**config.mk**
```make
export PLATFORM = sky130hd
export DESIGN_NAME = group_mean_max_select
export DESIGN_NICKNAME = d
export VERILOG_FILES = /design/src/design/gmms_pkg.sv /design/src/design/gmms_ram.sv /design/src/design/gmms_ctrl.sv /design/src/design/gmms_dp.sv /design/src/design/group_mean_max_select.sv
export SDC_FILE = /design/constraint.sdc
export NUM_CORES = 2
export LEC_CHECK = 0
export BUFFER_PORTS_ARGS = -buffer_cell sky130_fd_sc_hd__clkbuf_2
export CAP_MARGIN = 5
export CORE_UTILIZATION = 35
export CTS_CLUSTER_SIZE = 25
export DETAILED_ROUTE_END_ITERATION = 8
export PLACE_DENSITY = 0.53
export SLEW_MARGIN = 30
export SYNTH_ARGS = -nofsm -noshare
export SYNTH_HDL_FRONTEND = slang
export SYNTH_SLANG_ARGS = --single-unit
```
**constraint.sdc**
```tcl
create_clock -name i_clk -period 10.95 [get_ports i_clk]
set_clock_uncertainty 0.2 [all_clocks]
set_input_delay 1.6425 -clock i_clk [delete_from_list [all_inputs] [get_ports i_clk]]
set_output_delay 1.6425 -clock i_clk [all_outputs]
set_load 0.005 [all_outputs]
```
**src/design/gmms_pkg.sv**
```systemverilog
// Shared constants and controller/datapath command and status types
// for the group mean max select block. No dependencies.
package gmms_pkg;

    localparam int MAX_ELEMENTS = 64;
    localparam int SAMPLE_BITS  = 16;
    localparam int ADDR_BITS    = $clog2(MAX_ELEMENTS);
    localparam int CNT_BITS     = $clog2(MAX_ELEMENTS + 1);
    localparam int GC_BITS      = 7;
    localparam int DIV_BITS     = ((CNT_BITS > GC_BITS) ? CNT_BITS : GC_BITS) + 1;
    localparam int DIV_CNT_BITS = $clog2(DIV_BITS);
    localparam int SUM_BITS     = SAMPLE_BITS + ADDR_BITS + 1;
    localparam int PROD_BITS    = SUM_BITS + CNT_BITS + 1;

    typedef struct packed {
        logic load;       // store one sample transfer
        logic div_init;   // set up numerator and divisor
        logic div_step;   // one quotient bit
        logic scan_init;  // clear scan counters and best chunk
        logic scan_read;  // read element at scan index
        logic scan_acc;   // add read element to running sum
        logic score_mul;  // register cross products
        logic score_cmp;  // compare and close chunk
        logic emit_rd;    // read one element of the winning chunk
    } t_cmd;

    typedef struct packed {
        logic div_last;
        logic chunk_end;
        logic scan_done;
        logic emit_last;
    } t_status;

endpackage

```
**src/design/gmms_ram.sv**
```systemverilog
// Generic single write port, single read port RAM with registered read.
// No dependencies.
module gmms_ram #(
    parameter int WIDTH = 16,
    parameter int DEPTH = 64
) (
    input  logic                     i_clk,
    input  logic                     i_we,
    input  logic [$clog2(DEPTH)-1:0] i_waddr,
    input  logic [WIDTH-1:0]         i_wdata,
    input  logic [$clog2(DEPTH)-1:0] i_raddr,
    output logic [WIDTH-1:0]         o_rdata
);
    logic [WIDTH-1:0] r_mem [DEPTH];
    logic [WIDTH-1:0] r_rdata;

    always_ff @(posedge i_clk) begin
        if (i_we) begin
            r_mem[i_waddr] <= i_wdata;
        end
        r_rdata <= r_mem[i_raddr];
    end

    assign o_rdata = r_rdata;
endmodule

```
**src/design/gmms_ctrl.sv**
```systemverilog
// Sequencer for load, divide, score and emit phases.
// Depends on gmms_pkg for the command and status structs.
module gmms_ctrl import gmms_pkg::*; (
    input  logic    i_clk,
    input  logic    i_rst_n,
    input  logic    i_start,
    input  logic    i_last,
    input  t_status i_status,
    output t_cmd    o_cmd,
    output logic    o_busy
);
    typedef enum logic [2:0] {
        S_LOAD, S_PREP, S_DIV, S_RD, S_ACC, S_MUL, S_CMP, S_EMIT
    } t_state;

    t_state r_state, n_state;
    logic   r_busy;
    logic   accept;

    assign accept = i_start && !r_busy;

    always_comb begin
        o_cmd   = '0;
        n_state = r_state;
        case (r_state)
            S_LOAD: begin
                o_cmd.load = accept;
                if (accept && i_last) n_state = S_PREP;
            end
            S_PREP: begin
                o_cmd.div_init = 1'b1;
                n_state = S_DIV;
            end
            S_DIV: begin
                o_cmd.div_step = 1'b1;
                if (i_status.div_last) begin
                    o_cmd.scan_init = 1'b1;
                    n_state = S_RD;
                end
            end
            S_RD: begin
                o_cmd.scan_read = 1'b1;
                n_state = S_ACC;
            end
            S_ACC: begin
                o_cmd.scan_acc = 1'b1;
                n_state = i_status.chunk_end ? S_MUL : S_RD;
            end
            S_MUL: begin
                o_cmd.score_mul = 1'b1;
                n_state = S_CMP;
            end
            S_CMP: begin
                o_cmd.score_cmp = 1'b1;
                n_state = i_status.scan_done ? S_EMIT : S_RD;
            end
            S_EMIT: begin
                o_cmd.emit_rd = 1'b1;
                if (i_status.emit_last) n_state = S_LOAD;
            end
            default: n_state = S_LOAD;
        endcase
    end

    always_ff @(posedge i_clk) begin
        if (!i_rst_n) begin
            r_state <= S_LOAD;
            r_busy  <= 1'b0;
        end else begin
            r_state <= n_state;
            r_busy  <= (n_state != S_LOAD);
        end
    end

    assign o_busy = r_busy;

    a_busy_state: assert property (@(posedge i_clk) disable iff (!i_rst_n)
        r_busy == (r_state != S_LOAD))
        else $error("busy out of step with state");
    a_last_leaves_load: assert property (@(posedge i_clk) disable iff (!i_rst_n)
        accept && i_last |=> r_state == S_PREP)
        else $error("last transfer did not start scoring");
    a_emit_exit: assert property (@(posedge i_clk) disable iff (!i_rst_n)
        r_state == S_EMIT && i_status.emit_last |=> !r_busy)
        else $error("emit did not return to loading");
endmodule

```
**src/design/gmms_dp.sv**
```systemverilog
// Datapath: sample store, serial divider, chunk scorer and emit pipeline.
// Depends on gmms_pkg and gmms_ram.
module gmms_dp import gmms_pkg::*; (
    input  logic                   i_clk,
    input  logic                   i_rst_n,
    input  t_cmd                   i_cmd,
    output t_status                o_status,
    input  logic                   i_cfg_wr_en,
    input  logic [GC_BITS-1:0]     i_cfg_wr_data,
    input  logic [SAMPLE_BITS-1:0] i_sample,
    output logic [SAMPLE_BITS-1:0] o_value,
    output logic                   o_final_res,
    output logic                   o_overflow,
    output logic                   o_strobe
);
    logic [GC_BITS-1:0]          r_group_count;
    logic [CNT_BITS-1:0]         r_count;
    logic                        r_ovf;
    logic [DIV_BITS-1:0]         r_quo;
    logic [GC_BITS-1:0]          r_rem;
    logic [DIV_CNT_BITS-1:0]     r_div_cnt;
    logic [CNT_BITS-1:0]         r_idx;
    logic [CNT_BITS-1:0]         r_pos;
    logic [ADDR_BITS-1:0]        r_chunk_start;
    logic signed [SUM_BITS-1:0]  r_sum;
    logic signed [SUM_BITS-1:0]  r_best_sum;
    logic [CNT_BITS-1:0]         r_best_size;
    logic [ADDR_BITS-1:0]        r_best_start;
    logic signed [PROD_BITS-1:0] r_prod_new;
    logic signed [PROD_BITS-1:0] r_prod_best;
    logic [CNT_BITS-1:0]         r_emit_k;
    logic                        r_out_valid;
    logic                        r_out_final;
    logic                        r_out_ovf;

    logic [GC_BITS-1:0]     groups;
    logic [GC_BITS:0]       rem_sh;
    logic                   q_bit;
    logic [CNT_BITS-1:0]    chunk;
    logic [CNT_BITS-1:0]    idx_inc;
    logic [CNT_BITS-1:0]    pos_inc;
    logic [CNT_BITS-1:0]    emit_inc;
    logic                   has_room;
    logic                   mem_we;
    logic [ADDR_BITS-1:0]   rd_addr;
    logic [SAMPLE_BITS-1:0] rd_data;
    logic [SUM_BITS-1:0]    rd_ext;

    assign groups   = (r_group_count == '0) ? GC_BITS'(1) : r_group_count;
    assign rem_sh   = {r_rem, r_quo[DIV_BITS-1]};
    assign q_bit    = (rem_sh >= {1'b0, groups});
    assign chunk    = r_quo[CNT_BITS-1:0];
    assign idx_inc  = r_idx + CNT_BITS'(1);
    assign pos_inc  = r_pos + CNT_BITS'(1);
    assign emit_inc = r_emit_k + CNT_BITS'(1);
    assign has_room = (r_count < CNT_BITS'(MAX_ELEMENTS));
    assign mem_we   = i_cmd.load && has_room;
    assign rd_addr  = i_cmd.emit_rd ? (r_best_start + r_emit_k[ADDR_BITS-1:0])
                                    : r_idx[ADDR_BITS-1:0];
    assign rd_ext   = {{(SUM_BITS - SAMPLE_BITS){rd_data[SAMPLE_BITS-1]}}, rd_data};

    assign o_status.div_last  = (r_div_cnt == '0);
    assign o_status.chunk_end = (pos_inc == chunk) || (idx_inc == r_count);
    assign o_status.scan_done = (r_idx == r_count);
    assign o_status.emit_last = (emit_inc == r_best_size);

    gmms_ram #(
        .WIDTH(SAMPLE_BITS),
        .DEPTH(MAX_ELEMENTS)
    ) u_store (
        .i_clk  (i_clk),
        .i_we   (mem_we),
        .i_waddr(r_count[ADDR_BITS-1:0]),
        .i_wdata(i_sample),
        .i_raddr(rd_addr),
        .o_rdata(rd_data)
    );

    // control state
    always_ff @(posedge i_clk) begin
        if (!i_rst_n) begin
            r_group_count <= GC_BITS'(1);
            r_count       <= '0;
            r_ovf         <= 1'b0;
            r_out_valid   <= 1'b0;
        end else begin
            if (i_cfg_wr_en) r_group_count <= i_cfg_wr_data;
            if (i_cmd.load) begin
                if (has_room) r_count <= r_count + CNT_BITS'(1);
                else          r_ovf   <= 1'b1;
            end
            if (i_cmd.emit_rd && o_status.emit_last) begin
                r_count <= '0;
                r_ovf   <= 1'b0;
            end
            r_out_valid <= i_cmd.emit_rd;
        end
    end

    // divider, scorer and emit payload
    always_ff @(posedge i_clk) begin
        if (i_cmd.div_init) begin
            r_quo     <= DIV_BITS'(r_count) + DIV_BITS'(groups) - DIV_BITS'(1);
            r_rem     <= '0;
            r_div_cnt <= DIV_CNT_BITS'(DIV_BITS - 1);
        end
        if (i_cmd.div_step) begin
            r_rem     <= q_bit ? GC_BITS'(rem_sh - {1'b0, groups}) : rem_sh[GC_BITS-1:0];
            r_quo     <= {r_quo[DIV_BITS-2:0], q_bit};
            r_div_cnt <= r_div_cnt - DIV_CNT_BITS'(1);
        end
        if (i_cmd.scan_init) begin
            r_idx         <= '0;
            r_pos         <= '0;
            r_chunk_start <= '0;
            r_sum         <= '0;
            r_best_size   <= '0;
        end
        if (i_cmd.scan_acc) begin
            r_sum <= r_sum + $signed(rd_ext);
            r_idx <= idx_inc;
            r_pos <= pos_inc;
        end
        if (i_cmd.score_mul) begin
            r_prod_new  <= r_sum * $signed({1'b0, r_best_size});
            r_prod_best <= r_best_sum * $signed({1'b0, r_pos});
        end
        if (i_cmd.score_cmp) begin
            // strict greater keeps the earlier chunk on equal means
            if (r_best_size == '0 || r_prod_new > r_prod_best) begin
                r_best_sum   <= r_sum;
                r_best_size  <= r_pos;
                r_best_start <= r_chunk_start;
            end
            r_sum         <= '0;
            r_pos         <= '0;
            r_chunk_start <= r_idx[ADDR_BITS-1:0];
            r_emit_k      <= '0;
        end
        if (i_cmd.emit_rd) r_emit_k <= emit_inc;
        r_out_final <= o_status.emit_last;
        r_out_ovf   <= r_ovf;
    end

    assign o_value     = rd_data;
    assign o_final_res = r_out_final;
    assign o_overflow  = r_out_ovf;
    assign o_strobe    = r_out_valid;

    a_count_range: assert property (@(posedge i_clk) disable iff (!i_rst_n)
        r_count <= CNT_BITS'(MAX_ELEMENTS))
        else $error("element count beyond capacity");
    a_final_ends: assert property (@(posedge i_clk) disable iff (!i_rst_n)
        r_out_valid && r_out_final |=> !r_out_valid)
        else $error("result after final transfer");
    a_emit_sized: assert property (@(posedge i_clk) disable iff (!i_rst_n)
        i_cmd.emit_rd |-> r_best_size != '0 && r_best_size <= chunk)
        else $error("winning chunk size out of range");
    a_chunk_nonzero: assert property (@(posedge i_clk) disable iff (!i_rst_n)
        i_cmd.scan_read |-> chunk != '0)
        else $error("chunk size zero while scanning");
endmodule

```
**src/design/group_mean_max_select.sv**
```systemverilog
// Top level of the group mean max select block: controller plus datapath.
// Depends on gmms_pkg, gmms_ctrl, gmms_dp and gmms_ram.
//
//  channel   handshake              payload
//  input     start, busy            i_sample, i_last
//  result    o_strobe (no stall)    o_value, o_final_res, o_overflow
//  config    i_cfg_wr_en            i_cfg_wr_data (group count)
//
// Busy stays low while loading. After the last transfer: a set-up step,
// a serial divider for the chunk size, then scoring, which reads each stored
// element and closes each chunk, then one result per cycle; scoring and emit
// are paced by the single read port of the store.
// Reset is synchronous, active low; the sample store is not cleared.
// Results cannot be held off: each is shown on o_strobe for one cycle.
module group_mean_max_select import gmms_pkg::*; (
    input  logic                   i_clk,
    input  logic                   i_rst_n,
    input  logic                   start,
    output logic                   busy,
    input  logic signed [SAMPLE_BITS-1:0] i_sample,
    input  logic                   i_last,
    input  logic                   i_cfg_wr_en,
    input  logic [GC_BITS-1:0]     i_cfg_wr_data,
    output logic                   o_strobe,
    output logic signed [SAMPLE_BITS-1:0] o_value,
    output logic                   o_final_res,
    output logic                   o_overflow
);
    t_cmd    cmd;
    t_status status;
    logic [SAMPLE_BITS-1:0] value;

    gmms_ctrl u_ctrl (
        .i_clk   (i_clk),
        .i_rst_n (i_rst_n),
        .i_start (start),
        .i_last  (i_last),
        .i_status(status),
        .o_cmd   (cmd),
        .o_busy  (busy)
    );

    gmms_dp u_dp (
        .i_clk        (i_clk),
        .i_rst_n      (i_rst_n),
        .i_cmd        (cmd),
        .o_status     (status),
        .i_cfg_wr_en  (i_cfg_wr_en),
        .i_cfg_wr_data(i_cfg_wr_data),
        .i_sample     (i_sample),
        .o_value      (value),
        .o_final_res  (o_final_res),
        .o_overflow   (o_overflow),
        .o_strobe     (o_strobe)
    );

    assign o_value = $signed(value);
endmodule

```
# == Word level (Yosys, flattened, before mapping) ==
# Memories as Yosys holds them, arrays and structs flattened. A register that Yosys moved wholly into a read port is not among the register bits.
# Cells that the tools add are included.
# word_totals
register_bits,188
latchBits,0
mem_bits_rw,1024
mem_bits_ro,0
in_bits,28
output_inout_bits,20
memories,1
# mem_list
name,depth,word_bits,read_ports,rd_ports_with_merged_regs,wr,line_no,text
u_dp.u_store.r_mem,64,16,1,1,1,gmms_ram.sv:14,logic [WIDTH-1:0] r_mem [DEPTH];
# classes
n_addsub,10
mul,2
div,0
n_lt_le_gt_ge,3
n_eq_ne,11
shifts,0
n_mux,37
n_bitwise,2
n_reduce_logical,20
# op_table
cell,count
two-way mux 7 bit,12
multiplier 23 x 8 -> 31 bit,2
two-way mux 23 bit,2
greater-than comparator 31 bit,1
"adder 7 x 1 -> 7 bit, second input constant",4
equality test 7 bit,4
case mux 3 bit (8 select lines),1
adder 23 x 16 -> 23 bit,1
two-way mux 3 bit,7
two-way mux 6 bit,3
two-way mux 8 bit,2
zero test 7 bit,2
"equality test 3 bit, second input constant",4
two-way mux 1 bit,9
adder 7 x 7 -> 8 bit,1
>= comparator 8 x 7 -> 1 bit,1
nonzero test 2 bit,4
"subtractor 8 x 1 -> 8 bit, second input constant",1
"less-than comparator 7 bit, second input constant",1
subtractor 7 bit,1
adder 6 bit,1
"equality test 3 x 2 -> 1 bit, second input constant",2
zero test 3 bit,2
AND reduction 2 bit,3
other kinds (9),14

# == Depth between registers and ports, before layout ==
# logic_depth
ltp_word,6
depth_mapped,20

# == By module ==
# Synthesis repeated with hierarchy kept, for this count alone.
# hier_totals
cells_unflattened,4080
area_unflattened_um2,61466.5
# modules_own_cells
mod,n_inst,cells_per_inst,area_per_inst_um2,seq_area_each_um2
gmms_ram,1,1829,40042.2,31069.8
gmms_dp,1,2216,21136.5,4974.8
gmms_ctrl,1,35,287.8,80.1

# == Worst setup path before layout ==
# Ideal clock, no wire load.
# synth_timing
path_type,register to register
startpoint,register u_ctrl.r_state[0]
endpoint,register u_dp.r_prod_best[0] (enable)
arrival_ns,5.234
required_time_ns,10.179
setup_slack_ns,4.945
path_stages_with_launch,3
path_buffers,1
cell_sequence,dfxtp_1 > clkbuf_1 > nor3b_1
# synth_via
elab_chain_cells,2
# synth_rtl
element,line_no,text
start: declaration,gmms_ctrl.sv:16,"t_state r_state, n_state;"
start signal: assignment,gmms_ctrl.sv:70,r_state <= n_state;
equality test 3 bit,gmms_ctrl.sv:25,case (r_state)
two-way mux 1 bit,gmms_ctrl.sv:25,
end signal: assignment,gmms_dp.sv:126,"r_prod_best <= r_best_sum * $signed({1'b0, r_pos});"
end: declaration,gmms_dp.sv:30,logic signed [PROD_BITS-1:0] r_prod_best;
# Every way passes these cells.
# A chain may end at the register's enable or synchronous reset.

# == Worst setup path after layout ==
# layout_timing
startpoint,register u_dp.r_best_size[4]
endpoint,register u_dp.r_prod_new[29] (data pin)
# layout_via
elab_chain_cells,1
# layout_rtl
element,line_no,text
start: declaration,gmms_dp.sv:27,logic [CNT_BITS-1:0] r_best_size;
start signal: assignment,gmms_dp.sv:132,r_best_size <= r_pos;
multiplier 23 x 8 -> 31 bit,gmms_dp.sv:125,"r_prod_new <= r_sum * $signed({1'b0, r_best_size});"
end signal: assignment,gmms_dp.sv:125,
end: declaration,gmms_dp.sv:29,logic signed [PROD_BITS-1:0] r_prod_new;
# Every way passes these cells.

==> results.cfg <==
[critical_path]
setup.worst_path.end_class = flip-flop
crit-reg2reg-launch = u_dp.r_best_size[4]
critical_path.startpoint_type = flip-flop
worst_case_register_to_register_setup_slack_ns = 4.75
cp.required_ns = 11.27
critical_path_arrival_ns = 6.52
worstPathMaxFanout = 26
rr_worst_depth = 18
timing.rr.end = u_dp.r_prod_new[29]
crit_type = reg -> reg

[global_routing]
use_met1_pct = 23.3
grt_use_met3_pct = 2.63
grt_use_met2_pct = 27.8
vias_in_the_first_global_route = 33200
grt_use_total_pct = 17.1
grt_overflow = 0
grt_pass1_wl_mm = 220
maximum_number_of_pins_on_one_net_before_global_route_repair = 109
grt_antenna_before_repair = 2
grt.busiest_layer = met2

[drt]
route.vias.total = 32100
drt_drc_violations_left = 0
routed_wirelength_mm = 148
ant_nets = 0
drt-initial-drc-count = 2239
detail_route.first_pass.iterations = 7
route.detailed.vias_per_inst = 4.95
wl_per_cell_um = 22.9

[power]
totalPowerFinal_mw = 10.1
leakagePower_nw = 24.6
max-vdd-ir-drop_uv = 134
power_per_cell_area_nw_per_um2 = 146

[finish]
final_common_cell = sky130_fd_sc_hd__edfxtp_1
fin_cells = 6479
mostFrequentLayoutCells = sky130_fd_sc_hd__edfxtp_1, sky130_fd_sc_hd__inv_1, sky130_fd_sc_hd__and2_1, sky130_fd_sc_hd__mux2i_1, sky130_fd_sc_hd__mux4_2
design.final.nets = 4541
fillerInstances = 15900
area_delta_synth_final_pct = 12.8
layout_cells_sized_above_1_pct = 15.4

[placement]
detailedPlace.worstSlack_ns = 4.64
post-place-cells = 6230
globalplace.congestion = 0.818
dp_hpwl_mm = 93.3
i_o_buffers = 47

[floorplan]
initial_utilization_pct = 35.4
dieWidth_um = 420
die_height_um = 420
ioPinCount = 48
design.core.area_um2 = 172000
floorplan.rows = 152
die_footprint_um2 = 176000

[clocking]
clock_insertion_delay_worst_skew_ns = 0.80
max_buffers_root_to_sink = 3
root_buffer = sky130_fd_sc_hd__clkbuf_16
number_of_h_tree_branching_levels = 4
clk_transition_reported_paths_ns = 0.06
cts_hold_buf = 0
tritoncts.num_buffers = 135
post_cts.repair.setup_buffers = 0
cts_repair_resize_count = 0
clock_sinks = 1228
cts_tree = built

[sta]
achievable-frequency_ghz = 0.161
fin_ws_ns = 4.75
unrepaired_setup_endpoints_after_global_routing = false
worstMarginPinSlew_ns = 0.965
final.min_clock_period_ns = 6.20
final.period_utilization_pct = 56.6
tns_ns = 0
max_slew_margin_pct = 35.5
final_max_slew_viol_count = 0
setup_viol = 0
final-hold-violation-count = 0

[synthesis]
yosys.area.top_type_share_pct = 56.7
post_synth.cell_area_avg_um2 = 15.6
seq_area_frac_synth_pct = 59.1
synth.net_count = 4402
postSynth.asyncResetShare_pct = 0
synth_cells = 3918
synthDominantAreaCellType = sky130_fd_sc_hd__edfxtp_1
yosys_warnings = 0
yosys_register_bits = 1228
synth_flop_cell = sky130_fd_sc_hd__edfxtp_1
yosysUniqueCellTypes = 69
most_area_consuming_cells_after_synthesis = sky130_fd_sc_hd__edfxtp_1, sky130_fd_sc_hd__mux4_2, sky130_fd_sc_hd__fa_1
post_synth_instance_area_um2 = 61100
synth_edf_count = 1153

[min_path]
holdCritPathClass = reg -> reg
destination_of_the_worst_hold_path = u_dp.o_overflow
min_from = u_dp.r_ovf
holdPathStages = 0

[flow_run]
max_cap_viol_count = 0

[run_status]
result_of_the_run = complete, no violations
metrics by stage:
stage	cell area (µm²)	hold WS, ns	util (%)
after floorplan	61100	0.131	-
after global placement	64400	0.147	37.4
after detailed placement	64500	0.155	37.4
after CTS	68900	0.170	39.9
after global routing	68900	0.180	39.9
final	68900	0.165	39.9
metal layers:
metal	part of all wire, %	vias to the layer above
met1	45	16600
li1	-	14600
met5	0.0088	-
met4	2.9	2
met3	4.0	218
met2	48	614
worst max path at each step:
stage | cells past startpoint | slack (ns) | to | startpoint
floorplan | 2 | 4.94 | u_dp.r_prod_best[0] | u_ctrl.r_state[0]
global placement | 18 | 4.66 | u_dp.r_prod_new[29] | u_dp.r_best_size[2]
detailed placement | 18 | 4.64 | u_dp.r_prod_new[29] | u_dp.r_best_size[2]
CTS | 18 | 4.60 | u_dp.r_prod_new[29] | u_dp.r_best_size[2]
global route | 18 | 4.39 | u_dp.r_prod_new[29] | u_dp.r_best_size[4]
finish | 18 | 4.75 | u_dp.r_prod_new[29] | u_dp.r_best_size[4]
kinds of logic (layout without fill, tap and decap cells):
group                      count (synthesis)  in the layout  synth area share, %
and+or+nand+nor                          720            720                 5.98
muxes                                    515            515                 13.7
buffers and inverters                    567            815                 3.73
adders and majority gates                456            456                 12.4
other                                      0              3                    0
DFF                                     1228           1228                 59.1
AOI/OAI and AO/OA                        295            295                 3.11
xor gates and xnor gates                 137            137                 1.99
critical path, stage by stage, from the launching register on:
cell and delay [ns]:
sky130_fd_sc_hd__dfxtp_1 0.95, sky130_fd_sc_hd__nand2_1 0.16, sky130_fd_sc_hd__fa_1 0.52, sky130_fd_sc_hd__inv_1 0.06
sky130_fd_sc_hd__fa_1 0.50, sky130_fd_sc_hd__fa_1 0.49, sky130_fd_sc_hd__inv_1 0.05, sky130_fd_sc_hd__fa_1 0.47
sky130_fd_sc_hd__inv_1 0.04, sky130_fd_sc_hd__ha_1 0.33, sky130_fd_sc_hd__a21oi_1 0.15, sky130_fd_sc_hd__nor2_1 0.05
sky130_fd_sc_hd__a2111oi_0 0.67, sky130_fd_sc_hd__a211oi_1 0.24, sky130_fd_sc_hd__o21ai_0 0.32, sky130_fd_sc_hd__a21oi_1 0.14
sky130_fd_sc_hd__a41o_1 0.28, sky130_fd_sc_hd__o41ai_2 0.23, sky130_fd_sc_hd__xnor2_1 0.09
cell usage after synthesis (3+ instances only):
cell                       instances
sky130_fd_sc_hd__o21ai_0          47
sky130_fd_sc_hd__nor4_1            4
sky130_fd_sc_hd__o221ai_1          3
sky130_fd_sc_hd__nor3b_1           3
sky130_fd_sc_hd__o21a_1           11
sky130_fd_sc_hd__xnor2_1          92
sky130_fd_sc_hd__a211o_1           5
sky130_fd_sc_hd__buf_1             8
sky130_fd_sc_hd__nand3b_1          3
sky130_fd_sc_hd__o211ai_1          4
sky130_fd_sc_hd__and3_1           14
sky130_fd_sc_hd__nor2_1          172
sky130_fd_sc_hd__clkbuf_1         69
sky130_fd_sc_hd__fa_1            246
sky130_fd_sc_hd__and2_1          262
sky130_fd_sc_hd__nand4_1          16
sky130_fd_sc_hd__nor3_1           16
sky130_fd_sc_hd__ha_1            210
sky130_fd_sc_hd__buf_2            43
sky130_fd_sc_hd__a31o_2            3
sky130_fd_sc_hd__nand2_1         147
sky130_fd_sc_hd__or3_1             4
sky130_fd_sc_hd__a211oi_1          9
sky130_fd_sc_hd__o31ai_1           5
sky130_fd_sc_hd__xor2_1           44
sky130_fd_sc_hd__mux4_2          256
sky130_fd_sc_hd__edfxtp_1       1153
sky130_fd_sc_hd__a21o_1           47
sky130_fd_sc_hd__nand3_1          47
sky130_fd_sc_hd__mux2i_1         258
sky130_fd_sc_hd__o21bai_1         14
sky130_fd_sc_hd__o31a_1            5
sky130_fd_sc_hd__buf_4            26
sky130_fd_sc_hd__nand2b_1          9
sky130_fd_sc_hd__a31oi_1          11
sky130_fd_sc_hd__a22oi_1           4
sky130_fd_sc_hd__inv_1           420
sky130_fd_sc_hd__nor2b_1          14
sky130_fd_sc_hd__a21oi_1         103
sky130_fd_sc_hd__dfxtp_1          75
state kept, by name (all words and copies together), names as in the netlist, 7 cells and up:
register              count
u_dp.r_best_size          7
u_dp.r_best_sum          23
u_dp.r_count              7
u_dp.r_emit_k             7
u_dp.r_group_count        7
u_dp.r_idx                7
u_dp.r_pos                7
u_dp.r_prod_best         31
u_dp.r_prod_new          31
u_dp.r_quo                8
u_dp.r_rem                7
u_dp.r_sum               23
u_dp.u_store.o_rdata     16
u_dp.u_store.r_mem     1024
power by group:
part           internal (mW)  switching [mW]
registers               5.17          0.0609
logic                  0.128           0.241
clock network           2.49            1.97
total                   7.79            2.27
final cells by class:
type	count	area [µm²]	area share (%)
sequential	1228	36100	52.4
timing repair buffer	148	1060	1.53
multi-input combinational	2123	22900	33.2
clock inverter	74	773	1.12
inverter	421	1580	2.29
antenna	3	7.51	0.0109
tap	2310	2890	4.19
clock buffer	172	3600	5.23
(Power assumes the default switching activity.)
